## src/rtl/bc_texture_block_decoder_core_macros.svh

```systemverilog
// Assertion macros used by the back part of the texture block decoder.
`ifndef BC_TEXTURE_BLOCK_DECODER_CORE_MACROS_SVH
`define BC_TEXTURE_BLOCK_DECODER_CORE_MACROS_SVH

// The antecedent and the consequent hold in the same cycle.
`define BCTD_ASSERT_NOW(label, ante, cons) \
    label: assert property (@(posedge clk) disable iff (!rst_n) (ante) |-> (cons)) \
        else $error("bctd assertion failed");

// The consequent holds in the cycle after the antecedent.
`define BCTD_ASSERT_NEXT(label, ante, cons) \
    label: assert property (@(posedge clk) disable iff (!rst_n) (ante) |=> (cons)) \
        else $error("bctd assertion failed");

`endif

```

## src/rtl/bctd_pkg.sv

```systemverilog
// Package with types, constants and arithmetic helpers of the texture block decoder.
`timescale 1ns / 1ps

package bctd_pkg;

    localparam int HALF_W    = 64;
    localparam int BLOCK_W   = 12;
    localparam int PIXEL_W   = 14;
    localparam int SIDE_W    = 15;
    localparam int ARGB_W    = 32;
    localparam int TEXELS    = 16;
    localparam int TIDX_W    = 4;
    localparam int FMT_W     = 2;
    localparam int CFG_IDX_W = 2;
    localparam int CFG_DATA_W = 15;

    localparam int QUEUE_DEPTH = 2;
    localparam int QPTR_W      = $clog2(QUEUE_DEPTH);
    localparam int QCNT_W      = $clog2(QUEUE_DEPTH + 1);

    // Block format codes; code three decodes as DXT1.
    localparam logic [FMT_W-1:0] FMT_DXT1 = 2'd0;
    localparam logic [FMT_W-1:0] FMT_DXT3 = 2'd1;
    localparam logic [FMT_W-1:0] FMT_DXT5 = 2'd2;

    // Configuration register indexes.
    localparam logic [CFG_IDX_W-1:0] CFG_FORMAT = 2'd0;
    localparam logic [CFG_IDX_W-1:0] CFG_WIDTH  = 2'd1;
    localparam logic [CFG_IDX_W-1:0] CFG_HEIGHT = 2'd2;

    localparam logic [7:0] ALPHA_OPAQUE = 8'hFF;

    // Block after endpoint expansion and visibility check.
    typedef struct packed {
        logic [7:0]               r0;
        logic [7:0]               g0;
        logic [7:0]               b0;
        logic [7:0]               r1;
        logic [7:0]               g1;
        logic [7:0]               b1;
        logic                     three_mode;
        logic                     is_dxt3;
        logic                     is_dxt5;
        logic [2*TEXELS-1:0]      cidx;
        logic [HALF_W-1:0]        abits;
        logic [TEXELS-1:0]        mask;
        logic [BLOCK_W-1:0]       bx;
        logic [BLOCK_W-1:0]       by;
    } stage_t;

    // Block ready for texel emission, with both palettes built.
    typedef struct packed {
        logic [3:0][ARGB_W-1:0]   pal;
        logic [7:0][7:0]          apal;
        logic                     is_dxt3;
        logic                     is_dxt5;
        logic [2*TEXELS-1:0]      cidx;
        logic [HALF_W-1:0]        abits;
        logic [TEXELS-1:0]        mask;
        logic [BLOCK_W-1:0]       bx;
        logic [BLOCK_W-1:0]       by;
    } entry_t;

    // v*255/31 as v*8 + v*7/31, the second term by reciprocal multiplication.
    function automatic logic [7:0] expand5(input logic [4:0] v);
        logic [7:0]  v7;
        logic [16:0] prod;
        v7   = 8'(v) * 8'd7;
        prod = 17'(v7) * 17'd265;
        return 8'({v, 3'b000}) + 8'(prod >> 13);
    endfunction

    // v*255/63 as v*4 + v/21.
    function automatic logic [7:0] expand6(input logic [5:0] v);
        logic [11:0] prod;
        prod = 12'(v) * 12'd49;
        return 8'({v, 2'b00}) + 8'(prod >> 10);
    endfunction

    // Exact floor(x/3) for x up to 765.
    function automatic logic [7:0] div3(input logic [9:0] x);
        logic [19:0] prod;
        prod = 20'(x) * 20'd683;
        return 8'(prod >> 11);
    endfunction

    // Exact floor(x/7) for x up to 1785.
    function automatic logic [7:0] div7(input logic [10:0] x);
        logic [22:0] prod;
        prod = 23'(x) * 23'd2341;
        return 8'(prod >> 14);
    endfunction

    // Exact floor(x/5) for x up to 1275.
    function automatic logic [7:0] div5(input logic [10:0] x);
        logic [21:0] prod;
        prod = 22'(x) * 22'd1639;
        return 8'(prod >> 13);
    endfunction

endpackage

```

## src/rtl/bctd_in_if.sv

```systemverilog
// Interface of the compressed block channel.
`timescale 1ns / 1ps

interface bctd_in_if;
    import bctd_pkg::*;

    logic                valid;
    logic                ready;
    logic [HALF_W-1:0]   color_half;
    logic [HALF_W-1:0]   alpha_half;
    logic [BLOCK_W-1:0]  block_col;
    logic [BLOCK_W-1:0]  block_row;

    modport source (output valid, color_half, alpha_half, block_col, block_row, input ready);
    modport sink   (input valid, color_half, alpha_half, block_col, block_row, output ready);
endinterface

```

## src/rtl/bctd_out_if.sv

```systemverilog
// Interface of the decoded texel channel.
`timescale 1ns / 1ps

interface bctd_out_if;
    import bctd_pkg::*;

    logic                valid;
    logic                ready;
    logic [ARGB_W-1:0]   texel_argb;
    logic [PIXEL_W-1:0]  pixel_x;
    logic [PIXEL_W-1:0]  pixel_y;
    logic                last_texel;

    modport source (output valid, texel_argb, pixel_x, pixel_y, last_texel, input ready);
    modport sink   (input valid, texel_argb, pixel_x, pixel_y, last_texel, output ready);
endinterface

```

## src/rtl/bctd_queue.sv

```systemverilog
// Short queue of decoded blocks between the front and the back.
`timescale 1ns / 1ps

module bctd_queue (
    input  logic              clk,
    input  logic              rst_n,
    input  logic              push,
    input  bctd_pkg::entry_t  push_data,
    input  logic              pop,
    output logic              full,
    output logic              head_valid,
    output bctd_pkg::entry_t  head
);
    import bctd_pkg::*;

    entry_t              mem_reg [QUEUE_DEPTH];
    logic [QPTR_W-1:0]   wr_ptr_reg, wr_ptr_next;
    logic [QPTR_W-1:0]   rd_ptr_reg, rd_ptr_next;
    logic [QCNT_W-1:0]   count_reg, count_next;

    assign full       = (count_reg == QCNT_W'(QUEUE_DEPTH));
    assign head_valid = (count_reg != '0);
    assign head       = mem_reg[rd_ptr_reg];

    always_comb
    begin
        wr_ptr_next = push ? QPTR_W'(wr_ptr_reg + QPTR_W'(1)) : wr_ptr_reg;
        rd_ptr_next = pop  ? QPTR_W'(rd_ptr_reg + QPTR_W'(1)) : rd_ptr_reg;
        count_next  = count_reg;
        if (push && !pop)
        begin
            count_next = QCNT_W'(count_reg + QCNT_W'(1));
        end
        else if (pop && !push)
        begin
            count_next = QCNT_W'(count_reg - QCNT_W'(1));
        end
    end

    always_ff @(posedge clk or negedge rst_n)
    begin
        if (!rst_n)
        begin
            wr_ptr_reg <= '0;
            rd_ptr_reg <= '0;
            count_reg  <= '0;
        end
        else
        begin
            wr_ptr_reg <= wr_ptr_next;
            rd_ptr_reg <= rd_ptr_next;
            count_reg  <= count_next;
        end
    end

    always_ff @(posedge clk)
    begin
        if (push)
        begin
            mem_reg[wr_ptr_reg] <= push_data;
        end
    end
endmodule

```

## src/rtl/bctd_front.sv

```systemverilog
// Front part: configuration, block intake, endpoint expansion and palette building.
`timescale 1ns / 1ps

module bctd_front (
    input  logic                                  clk,
    input  logic                                  rst_n,
    bctd_in_if.sink                               blk_in,
    input  logic                                  cfg_we,
    input  logic [bctd_pkg::CFG_IDX_W-1:0]        cfg_index,
    input  logic [bctd_pkg::CFG_DATA_W-1:0]       cfg_wdata,
    input  logic                                  q_full,
    output logic                                  push,
    output bctd_pkg::entry_t                      push_data
);
    import bctd_pkg::*;

    logic [FMT_W-1:0]   fmt_reg, fmt_next;
    logic [SIDE_W-1:0]  width_reg, width_next;
    logic [SIDE_W-1:0]  height_reg, height_next;

    logic               s1_valid_reg, s1_valid_next;
    stage_t             s1_reg, s1_next;

    logic               accept;
    logic               s1_drain;
    logic [15:0]        c0, c1;
    logic [3:0]         col_ok, row_ok;
    logic               is_dxt3, is_dxt5;

    logic [7:0]         a0, a1;
    logic [10:0]        asum;

    // Configuration writes.
    always_comb
    begin
        fmt_next    = fmt_reg;
        width_next  = width_reg;
        height_next = height_reg;
        if (cfg_we)
        begin
            unique case (cfg_index)
                CFG_FORMAT: fmt_next    = cfg_wdata[FMT_W-1:0];
                CFG_WIDTH:  width_next  = cfg_wdata[SIDE_W-1:0];
                CFG_HEIGHT: height_next = cfg_wdata[SIDE_W-1:0];
                default:    ;
            endcase
        end
    end

    // A block with no visible texel leaves the stage without a queue slot.
    assign s1_drain     = s1_valid_reg && (!q_full || (s1_reg.mask == '0));
    assign push         = s1_valid_reg && (s1_reg.mask != '0) && !q_full;
    assign blk_in.ready = !s1_valid_reg || s1_drain;
    assign accept       = blk_in.valid && blk_in.ready;

    assign c0      = blk_in.color_half[15:0];
    assign c1      = blk_in.color_half[31:16];
    assign is_dxt3 = (fmt_reg == FMT_DXT3);
    assign is_dxt5 = (fmt_reg == FMT_DXT5);

    // Texel positions stay below the side limit, so comparing against the
    // raw size gives the same answer as comparing against the clamped one.
    always_comb
    begin
        for (int i = 0; i < 4; i++)
        begin
            col_ok[i] = ({1'b0, blk_in.block_col, 2'(i)} < width_reg);
            row_ok[i] = ({1'b0, blk_in.block_row, 2'(i)} < height_reg);
        end
    end

    always_comb
    begin
        s1_next            = s1_reg;
        s1_next.r0         = expand5(c0[15:11]);
        s1_next.g0         = expand6(c0[10:5]);
        s1_next.b0         = expand5(c0[4:0]);
        s1_next.r1         = expand5(c1[15:11]);
        s1_next.g1         = expand6(c1[10:5]);
        s1_next.b1         = expand5(c1[4:0]);
        s1_next.three_mode = !(is_dxt3 || is_dxt5) && (c0 <= c1);
        s1_next.is_dxt3    = is_dxt3;
        s1_next.is_dxt5    = is_dxt5;
        s1_next.cidx       = blk_in.color_half[63:32];
        s1_next.abits      = blk_in.alpha_half;
        s1_next.bx         = blk_in.block_col;
        s1_next.by         = blk_in.block_row;
        for (int t = 0; t < TEXELS; t++)
        begin
            s1_next.mask[t] = row_ok[t / 4] && col_ok[t % 4];
        end
    end

    always_comb
    begin
        s1_valid_next = s1_valid_reg;
        if (accept)
        begin
            s1_valid_next = 1'b1;
        end
        else if (s1_drain)
        begin
            s1_valid_next = 1'b0;
        end
    end

    assign a0 = s1_reg.abits[7:0];
    assign a1 = s1_reg.abits[15:8];

    // Palettes are built on the way into the queue.
    always_comb
    begin
        push_data         = '0;
        push_data.is_dxt3 = s1_reg.is_dxt3;
        push_data.is_dxt5 = s1_reg.is_dxt5;
        push_data.cidx    = s1_reg.cidx;
        push_data.abits   = s1_reg.abits;
        push_data.mask    = s1_reg.mask;
        push_data.bx      = s1_reg.bx;
        push_data.by      = s1_reg.by;

        push_data.pal[0] = {ALPHA_OPAQUE, s1_reg.r0, s1_reg.g0, s1_reg.b0};
        push_data.pal[1] = {ALPHA_OPAQUE, s1_reg.r1, s1_reg.g1, s1_reg.b1};
        if (s1_reg.three_mode)
        begin
            push_data.pal[2] = {ALPHA_OPAQUE,
                                8'((9'(s1_reg.r0) + 9'(s1_reg.r1)) >> 1),
                                8'((9'(s1_reg.g0) + 9'(s1_reg.g1)) >> 1),
                                8'((9'(s1_reg.b0) + 9'(s1_reg.b1)) >> 1)};
            push_data.pal[3] = '0;
        end
        else
        begin
            push_data.pal[2] = {ALPHA_OPAQUE,
                                div3({1'b0, s1_reg.r0, 1'b0} + 10'(s1_reg.r1)),
                                div3({1'b0, s1_reg.g0, 1'b0} + 10'(s1_reg.g1)),
                                div3({1'b0, s1_reg.b0, 1'b0} + 10'(s1_reg.b1))};
            push_data.pal[3] = {ALPHA_OPAQUE,
                                div3(10'(s1_reg.r0) + {1'b0, s1_reg.r1, 1'b0}),
                                div3(10'(s1_reg.g0) + {1'b0, s1_reg.g1, 1'b0}),
                                div3(10'(s1_reg.b0) + {1'b0, s1_reg.b1, 1'b0})};
        end

        push_data.apal[0] = a0;
        push_data.apal[1] = a1;
        for (int k = 0; k < 6; k++)
        begin
            if (a0 > a1)
            begin
                asum = 11'(6 - k) * 11'(a0) + 11'(k + 1) * 11'(a1);
                push_data.apal[2 + k] = div7(asum);
            end
            else if (k < 4)
            begin
                asum = 11'(4 - k) * 11'(a0) + 11'(k + 1) * 11'(a1);
                push_data.apal[2 + k] = div5(asum);
            end
            else
            begin
                asum = '0;
                push_data.apal[2 + k] = (k == 4) ? 8'h00 : 8'hFF;
            end
        end
    end

    always_ff @(posedge clk or negedge rst_n)
    begin
        if (!rst_n)
        begin
            fmt_reg      <= FMT_DXT1;
            width_reg    <= SIDE_W'(4);
            height_reg   <= SIDE_W'(4);
            s1_valid_reg <= 1'b0;
        end
        else
        begin
            fmt_reg      <= fmt_next;
            width_reg    <= width_next;
            height_reg   <= height_next;
            s1_valid_reg <= s1_valid_next;
        end
    end

    always_ff @(posedge clk)
    begin
        if (accept)
        begin
            s1_reg <= s1_next;
        end
    end
endmodule

```

## src/rtl/bctd_back.sv

```systemverilog
// Back part: walks the visible texels of the head block, emitting one per cycle while texel_out is ready.
`timescale 1ns / 1ps
`include "bc_texture_block_decoder_core_macros.svh"

module bctd_back (
    input  logic              clk,
    input  logic              rst_n,
    input  logic              q_valid,
    input  bctd_pkg::entry_t  q_head,
    output logic              q_pop,
    bctd_out_if.source        texel_out
);
    import bctd_pkg::*;

    logic [TEXELS-1:0]   done_reg, done_next;
    logic                out_valid_reg, out_valid_next;
    logic [ARGB_W-1:0]   argb_reg;
    logic [PIXEL_W-1:0]  px_reg;
    logic [PIXEL_W-1:0]  py_reg;
    logic                last_reg;

    logic [TEXELS-1:0]   rem;
    logic [TEXELS-1:0]   sel_bit;
    logic [TIDX_W-1:0]   sel;
    logic                load;
    logic                last_next;
    logic [1:0]          cidx;
    logic [2:0]          aidx;
    logic [3:0]          nib;
    logic [ARGB_W-1:0]   argb_next;

    assign rem = q_head.mask & ~done_reg;

    // Lowest texel still to be emitted.
    always_comb
    begin
        sel = '0;
        for (int i = TEXELS - 1; i >= 0; i--)
        begin
            if (rem[i])
            begin
                sel = TIDX_W'(i);
            end
        end
    end

    assign sel_bit   = TEXELS'(1) << sel;
    assign last_next = ((rem & ~sel_bit) == '0);
    assign load      = q_valid && (!out_valid_reg || texel_out.ready);
    assign q_pop     = load && last_next;

    assign cidx = q_head.cidx[2 * sel +: 2];
    assign aidx = q_head.abits[16 + 3 * sel +: 3];
    assign nib  = q_head.abits[4 * sel +: 4];

    always_comb
    begin
        argb_next = q_head.pal[cidx];
        if (q_head.is_dxt3)
        begin
            argb_next[31:24] = {nib, nib};
        end
        else if (q_head.is_dxt5)
        begin
            argb_next[31:24] = q_head.apal[aidx];
        end
    end

    always_comb
    begin
        done_next      = done_reg;
        out_valid_next = out_valid_reg;
        if (load)
        begin
            done_next      = last_next ? '0 : (done_reg | sel_bit);
            out_valid_next = 1'b1;
        end
        else if (texel_out.ready)
        begin
            out_valid_next = 1'b0;
        end
    end

    always_ff @(posedge clk or negedge rst_n)
    begin
        if (!rst_n)
        begin
            done_reg      <= '0;
            out_valid_reg <= 1'b0;
        end
        else
        begin
            done_reg      <= done_next;
            out_valid_reg <= out_valid_next;
        end
    end

    always_ff @(posedge clk)
    begin
        if (load)
        begin
            argb_reg <= argb_next;
            px_reg   <= {q_head.bx, sel[1:0]};
            py_reg   <= {q_head.by, sel[3:2]};
            last_reg <= last_next;
        end
    end

    assign texel_out.valid      = out_valid_reg;
    assign texel_out.texel_argb = argb_reg;
    assign texel_out.pixel_x    = px_reg;
    assign texel_out.pixel_y    = py_reg;
    assign texel_out.last_texel = last_reg;

    // A queued block always has a texel left to emit.
    `BCTD_ASSERT_NOW(a_head_has_work, q_valid, rem != '0)
    // The block leaves the queue only together with its last texel.
    `BCTD_ASSERT_NOW(a_pop_on_last, q_pop, load && last_next && q_valid)
    // After the last texel of a block the walk starts fresh.
    `BCTD_ASSERT_NEXT(a_walk_restart, load && last_next, done_reg == '0)
endmodule

```

## src/rtl/bc_texture_block_decoder_core.sv

```systemverilog
// Top level of the DXT1/DXT3/DXT5 texture block decoder.
//
//   Channel     Direction  Handshake          Carries
//   blk_in      in         valid/ready        color_half, alpha_half, block_col, block_row
//   texel_out   out        valid/ready        texel_argb, pixel_x, pixel_y, last_texel
//   cfg_*       in         write enable only  texture_format, image_width, image_height
//
// The first texel of a block passes the stage register, the queue and the output register.
// The output register emits one texel per cycle while texel_out is ready; a block has as
// many texels as are visible, sixteen inside the image, and hidden blocks emit none.
// A two-entry queue lets the front take blocks while the back stalls on texel_out.
// Reset sets the format to DXT1 and both image sides to four; no clearing pass.
`timescale 1ns / 1ps

module bc_texture_block_decoder_core (
    input  logic                             clk,
    input  logic                             rst_n,
    bctd_in_if.sink                          blk_in,
    bctd_out_if.source                       texel_out,
    input  logic                             cfg_we,
    input  logic [bctd_pkg::CFG_IDX_W-1:0]   cfg_index,
    input  logic [bctd_pkg::CFG_DATA_W-1:0]  cfg_wdata
);
    import bctd_pkg::*;

    logic    q_full;
    logic    q_push;
    logic    q_pop;
    logic    q_valid;
    entry_t  q_push_data;
    entry_t  q_head;

    bctd_front u_front (
        .clk       (clk),
        .rst_n     (rst_n),
        .blk_in    (blk_in),
        .cfg_we    (cfg_we),
        .cfg_index (cfg_index),
        .cfg_wdata (cfg_wdata),
        .q_full    (q_full),
        .push      (q_push),
        .push_data (q_push_data)
    );

    bctd_queue u_queue (
        .clk        (clk),
        .rst_n      (rst_n),
        .push       (q_push),
        .push_data  (q_push_data),
        .pop        (q_pop),
        .full       (q_full),
        .head_valid (q_valid),
        .head       (q_head)
    );

    bctd_back u_back (
        .clk       (clk),
        .rst_n     (rst_n),
        .q_valid   (q_valid),
        .q_head    (q_head),
        .q_pop     (q_pop),
        .texel_out (texel_out)
    );
endmodule

```

## src/flat_wrapper.sv

```systemverilog
// flat-port wrapper written by rule: the top's interface ports become plain ports
module bc_texture_block_decoder_core_flat import bctd_pkg::*;
  (clk, rst_n, cfg_we, cfg_index, cfg_wdata, blk_in_valid, blk_in_color_half, blk_in_alpha_half, blk_in_block_col, blk_in_block_row, blk_in_ready, texel_out_valid, texel_out_texel_argb, texel_out_pixel_x, texel_out_pixel_y, texel_out_last_texel, texel_out_ready);
  bctd_in_if blk_in_i ();
  bctd_out_if texel_out_i ();
  input  logic clk;
  input  logic rst_n;
  input  logic cfg_we;
  input  logic [bctd_pkg::CFG_IDX_W-1:0] cfg_index;
  input  logic [bctd_pkg::CFG_DATA_W-1:0] cfg_wdata;
  input wire logic [$bits(blk_in_i.valid)-1:0] blk_in_valid;
  input wire logic [$bits(blk_in_i.color_half)-1:0] blk_in_color_half;
  input wire logic [$bits(blk_in_i.alpha_half)-1:0] blk_in_alpha_half;
  input wire logic [$bits(blk_in_i.block_col)-1:0] blk_in_block_col;
  input wire logic [$bits(blk_in_i.block_row)-1:0] blk_in_block_row;
  output wire logic [$bits(blk_in_i.ready)-1:0] blk_in_ready;
  output wire logic [$bits(texel_out_i.valid)-1:0] texel_out_valid;
  output wire logic [$bits(texel_out_i.texel_argb)-1:0] texel_out_texel_argb;
  output wire logic [$bits(texel_out_i.pixel_x)-1:0] texel_out_pixel_x;
  output wire logic [$bits(texel_out_i.pixel_y)-1:0] texel_out_pixel_y;
  output wire logic [$bits(texel_out_i.last_texel)-1:0] texel_out_last_texel;
  input wire logic [$bits(texel_out_i.ready)-1:0] texel_out_ready;
  assign blk_in_i.valid = blk_in_valid;
  assign blk_in_i.color_half = blk_in_color_half;
  assign blk_in_i.alpha_half = blk_in_alpha_half;
  assign blk_in_i.block_col = blk_in_block_col;
  assign blk_in_i.block_row = blk_in_block_row;
  assign blk_in_ready = blk_in_i.ready;
  assign texel_out_valid = texel_out_i.valid;
  assign texel_out_texel_argb = texel_out_i.texel_argb;
  assign texel_out_pixel_x = texel_out_i.pixel_x;
  assign texel_out_pixel_y = texel_out_i.pixel_y;
  assign texel_out_last_texel = texel_out_i.last_texel;
  assign texel_out_i.ready = texel_out_ready;
  bc_texture_block_decoder_core u_core (.clk(clk), .rst_n(rst_n), .blk_in(blk_in_i), .texel_out(texel_out_i), .cfg_we(cfg_we), .cfg_index(cfg_index), .cfg_wdata(cfg_wdata));
endmodule
```

## config.mk

```make
export PLATFORM = sky130hd
export DESIGN_NAME = bc_texture_block_decoder_core_flat
export DESIGN_NICKNAME = d
export VERILOG_FILES = /design/src/rtl/bctd_pkg.sv /design/src/rtl/bctd_in_if.sv /design/src/rtl/bctd_out_if.sv /design/src/rtl/bctd_queue.sv /design/src/rtl/bctd_front.sv /design/src/rtl/bctd_back.sv /design/src/rtl/bc_texture_block_decoder_core.sv /design/src/flat_wrapper.sv
export VERILOG_INCLUDE_DIRS = /design/src /design/src/rtl
export SDC_FILE = /design/constraint.sdc
export NUM_CORES = 2
export LEC_CHECK = 0
export ABC_AREA = 1
export BUFFER_PORTS_ARGS = -buffer_cell sky130_fd_sc_hd__buf_2
export CORE_UTILIZATION = 50
export CTS_CLUSTER_SIZE = 25
export DETAILED_ROUTE_END_ITERATION = 8
export GPL_TIMING_DRIVEN = 0
export PLACE_DENSITY = 0.73
export SYNTH_ARGS = -nofsm -noshare
export SYNTH_HDL_FRONTEND = slang
export SYNTH_HIERARCHICAL = 1
export SYNTH_SLANG_ARGS = --single-unit
```

## constraint.sdc

```tcl
create_clock -name clk -period 28.2 [get_ports clk]
set_input_delay 5.64 -clock clk [delete_from_list [all_inputs] [get_ports clk]]
set_output_delay 5.64 -clock clk [all_outputs]
set_load 0.02 [all_outputs]
```

==> summary.txt <==
Outcome = complete, no violations
Top cell type by total area after synthesis = edfxtp_1
CP Class = input port to flop
Seq/Total Area, Yosys = 34.6%
Synth-to-Final Area Change = 9.79%
Synth async-reset ratio = 5.61%
Hold Fails Final Rpt = 0
Multi-input logic area = 46900 µm²
RSZ-0062 raised after global routing = false
Avg WL per Cell = 19.2 µm
Worst Hold Class = flop to flop
Initial antenna violation count = 8
CP max FO = 8
Crit end category = flop
Number of flops mapped to enable cells by yosys = 908
CTS H-Tree Depth = 3
R2R depth = 29
Total track usage = 24.3%
Die area = 167000 µm²
Initial core utilization = 50.3%
Actual transition at the worst max-transition pin = 1.41 ns
Tcrit/Tclk final = 34.8%
Total core area = 165000 µm²
Setup TNS = 0 ns
F_max = 102 MHz
Largest net degree at the start of global routing = 112
Dpl ws = 17.72 ns
Grt total ovfl = 0
Post-CTS Resized = 0
1st-pass router iterations = 8
Synth Warn # = 6
Worst-Skew Late Latency = 0.74 ns
Final WL = 204000 µm
Clk_skew = 0.0271 ns
Via count = 57800
CTS Buf Count = 105
CTS tree = yes
Cells after synthesis = 7983
PortBufs = 236
Seq. cell area = 28600 µm²
GPL Wtd Cong = 0.923
WHS Path Cells = 2
CTS root buf = clkbuf_16
NumNets Final = 10300
Max FFs per register = 660
# DRC = 0
Width of the chip = 409 µm
Detail Placement HPWL = 163000 µm
Max-Cap Viols = 0
Clk sinks = 962
Final setup margin = 18.39 ns
# setup viols final = 0
Vias in the first global route = 59400
Setup repair bufs after CTS = 0
FILL cells = 14200
DR vias/cell = 5.43
Cell Area, Synth = 82800 µm²
Area share of the largest cell type after synthesis = 32.9%
Critical Path RT = 28.66 ns
Top_reg_cell synth = edfxtp_1
Most common cell in the netlist = ha_1
Clock transition at the registers of the reported paths = 0.06 ns
Slew HR = 5.85%
Slew Viols, Final = 0
CTS hold repair buffers = 0
Io pins = 237
CTS Buffer Depth = 3
Avg Inst Size Synth = 10.4 µm²
Synth unique cells = 69
Die height = 409 µm
Initial DRC count = 4401
First-pass GRT wire length = 320000 µm
Area contributors post-synth = edfxtp_1 (33%), ha_1 (21%), fa_1 (9.9%)
Std cell rows = 149
Critical path arrival = 10.27 ns
Layout cells sized above 1 = 13.7%
Post-route ant nets = 0
Tmin final = 9.81 ns
Yosys reg bits = 962
Setup crit start kind = input port
Commonest cells in the synthesized netlist = ha_1 (1362), inv_1 (1230), nand2_1 (1158)
worst paths after layout:
path | startpoint | end | slack (ns)
worst max-delay path | blk_in_color_half[13] | u_core/u_front/push_data[223]$_DFFE_PP_ | 18.39
worst min-delay path | u_core/u_front/width_reg[9]$_DFFE_PN0P_ | u_core/u_front/width_reg[9]$_DFFE_PN0P_ | 0.49
worst max register to register | u_core/u_front/push_data[49]$_DFFE_PP_ | u_core/u_queue/mem_reg[1][177]$_DFFE_PP_ | 19.50
worst min register to register | u_core/u_front/width_reg[9]$_DFFE_PN0P_ | u_core/u_front/width_reg[9]$_DFFE_PN0P_ | 0.49
max in group asynchronous | rst_n | u_core/u_back/done_reg[8]$_DFFE_PN0P_ | 22.71
min in group asynchronous | rst_n | u_core/u_front/s1_valid_reg$_DFFE_PN0P_ | 4.97
final cells by class:
class | count | share of cell area, %
diodes | 3 | 0.00825
plain buffers | 341 | 2.95
clock buffers | 119 | 3.00
clock inverters | 75 | 0.894
inverters | 1246 | 5.16
multi-input cells | 5457 | 51.6
flip-flops and latches | 962 | 31.5
well taps | 2189 | 3.01
repair buffers | 258 | 1.88
kinds of logic after synthesis:
kind of cell	share of synthesized area [%]
other cells	0.00453
fa+ha+maj	30.5
compound gates	7.26
xor+xnor	2.34
flops	34.6
simple gates	10.7
mux	5.80
buf+inv	8.88
worst max-delay path: stages:
cell and delay (ns):
buf_2 0.18, fa_1 0.51, ha_1 0.35, a21oi_1 0.15
inv_1 0.05, a31oi_1 0.21, nor2_1 0.09, nor2_1 0.09
inv_1 0.05, a21oi_1 0.17, inv_1 0.11, ha_1 0.19
inv_1 0.07, fa_1 0.41, inv_1 0.07, ha_1 0.18
ha_1 0.25, a21oi_1 0.15, nor2_1 0.05, a211oi_1 0.17
o21ai_0 0.18, a21o_1 0.22, nand2_1 0.06, nor2_1 0.05
ha_1 0.21, ha_1 0.22, xor2_1 0.17
placed cells by master, fill, tap and decap left out, types with 245 or more instances in the layout:
cell	instances
buf_4	245
inv_1	1227
ha_1	1362
a21oi_1	485
nand2_1	1158
fa_1	409
buf_2	260
nand3_1	366
o21ai_0	281
edfxtp_1	908
mux2_4	290
nor2_1	319
routing by layer:
| layer | routed length (µm) | track usage (%) |
|---|---|---|
| met5 | 30 | 0 |
| met3 | 11200 | 3.19 |
| met2 | 100000 | 42.5 |
| met4 | 6150 | 7.45 |
| met1 | 86400 | 31.2 |
stage by stage:
stage	util, %	area, µm²	std cells	hold WS, ns
after floorplan	-	82900	8006	0.442
after global placement	52.7	86800	10400	0.466
after detailed placement	53.0	87400	10500	0.473
after CTS	55.2	90900	10600	0.488
after global routing	55.2	90900	10600	0.509
final	55.2	90900	10700	0.485
Power is not shown: default switching activity piles up to over one toggle a cycle in this logic, so the estimate is an artifact.
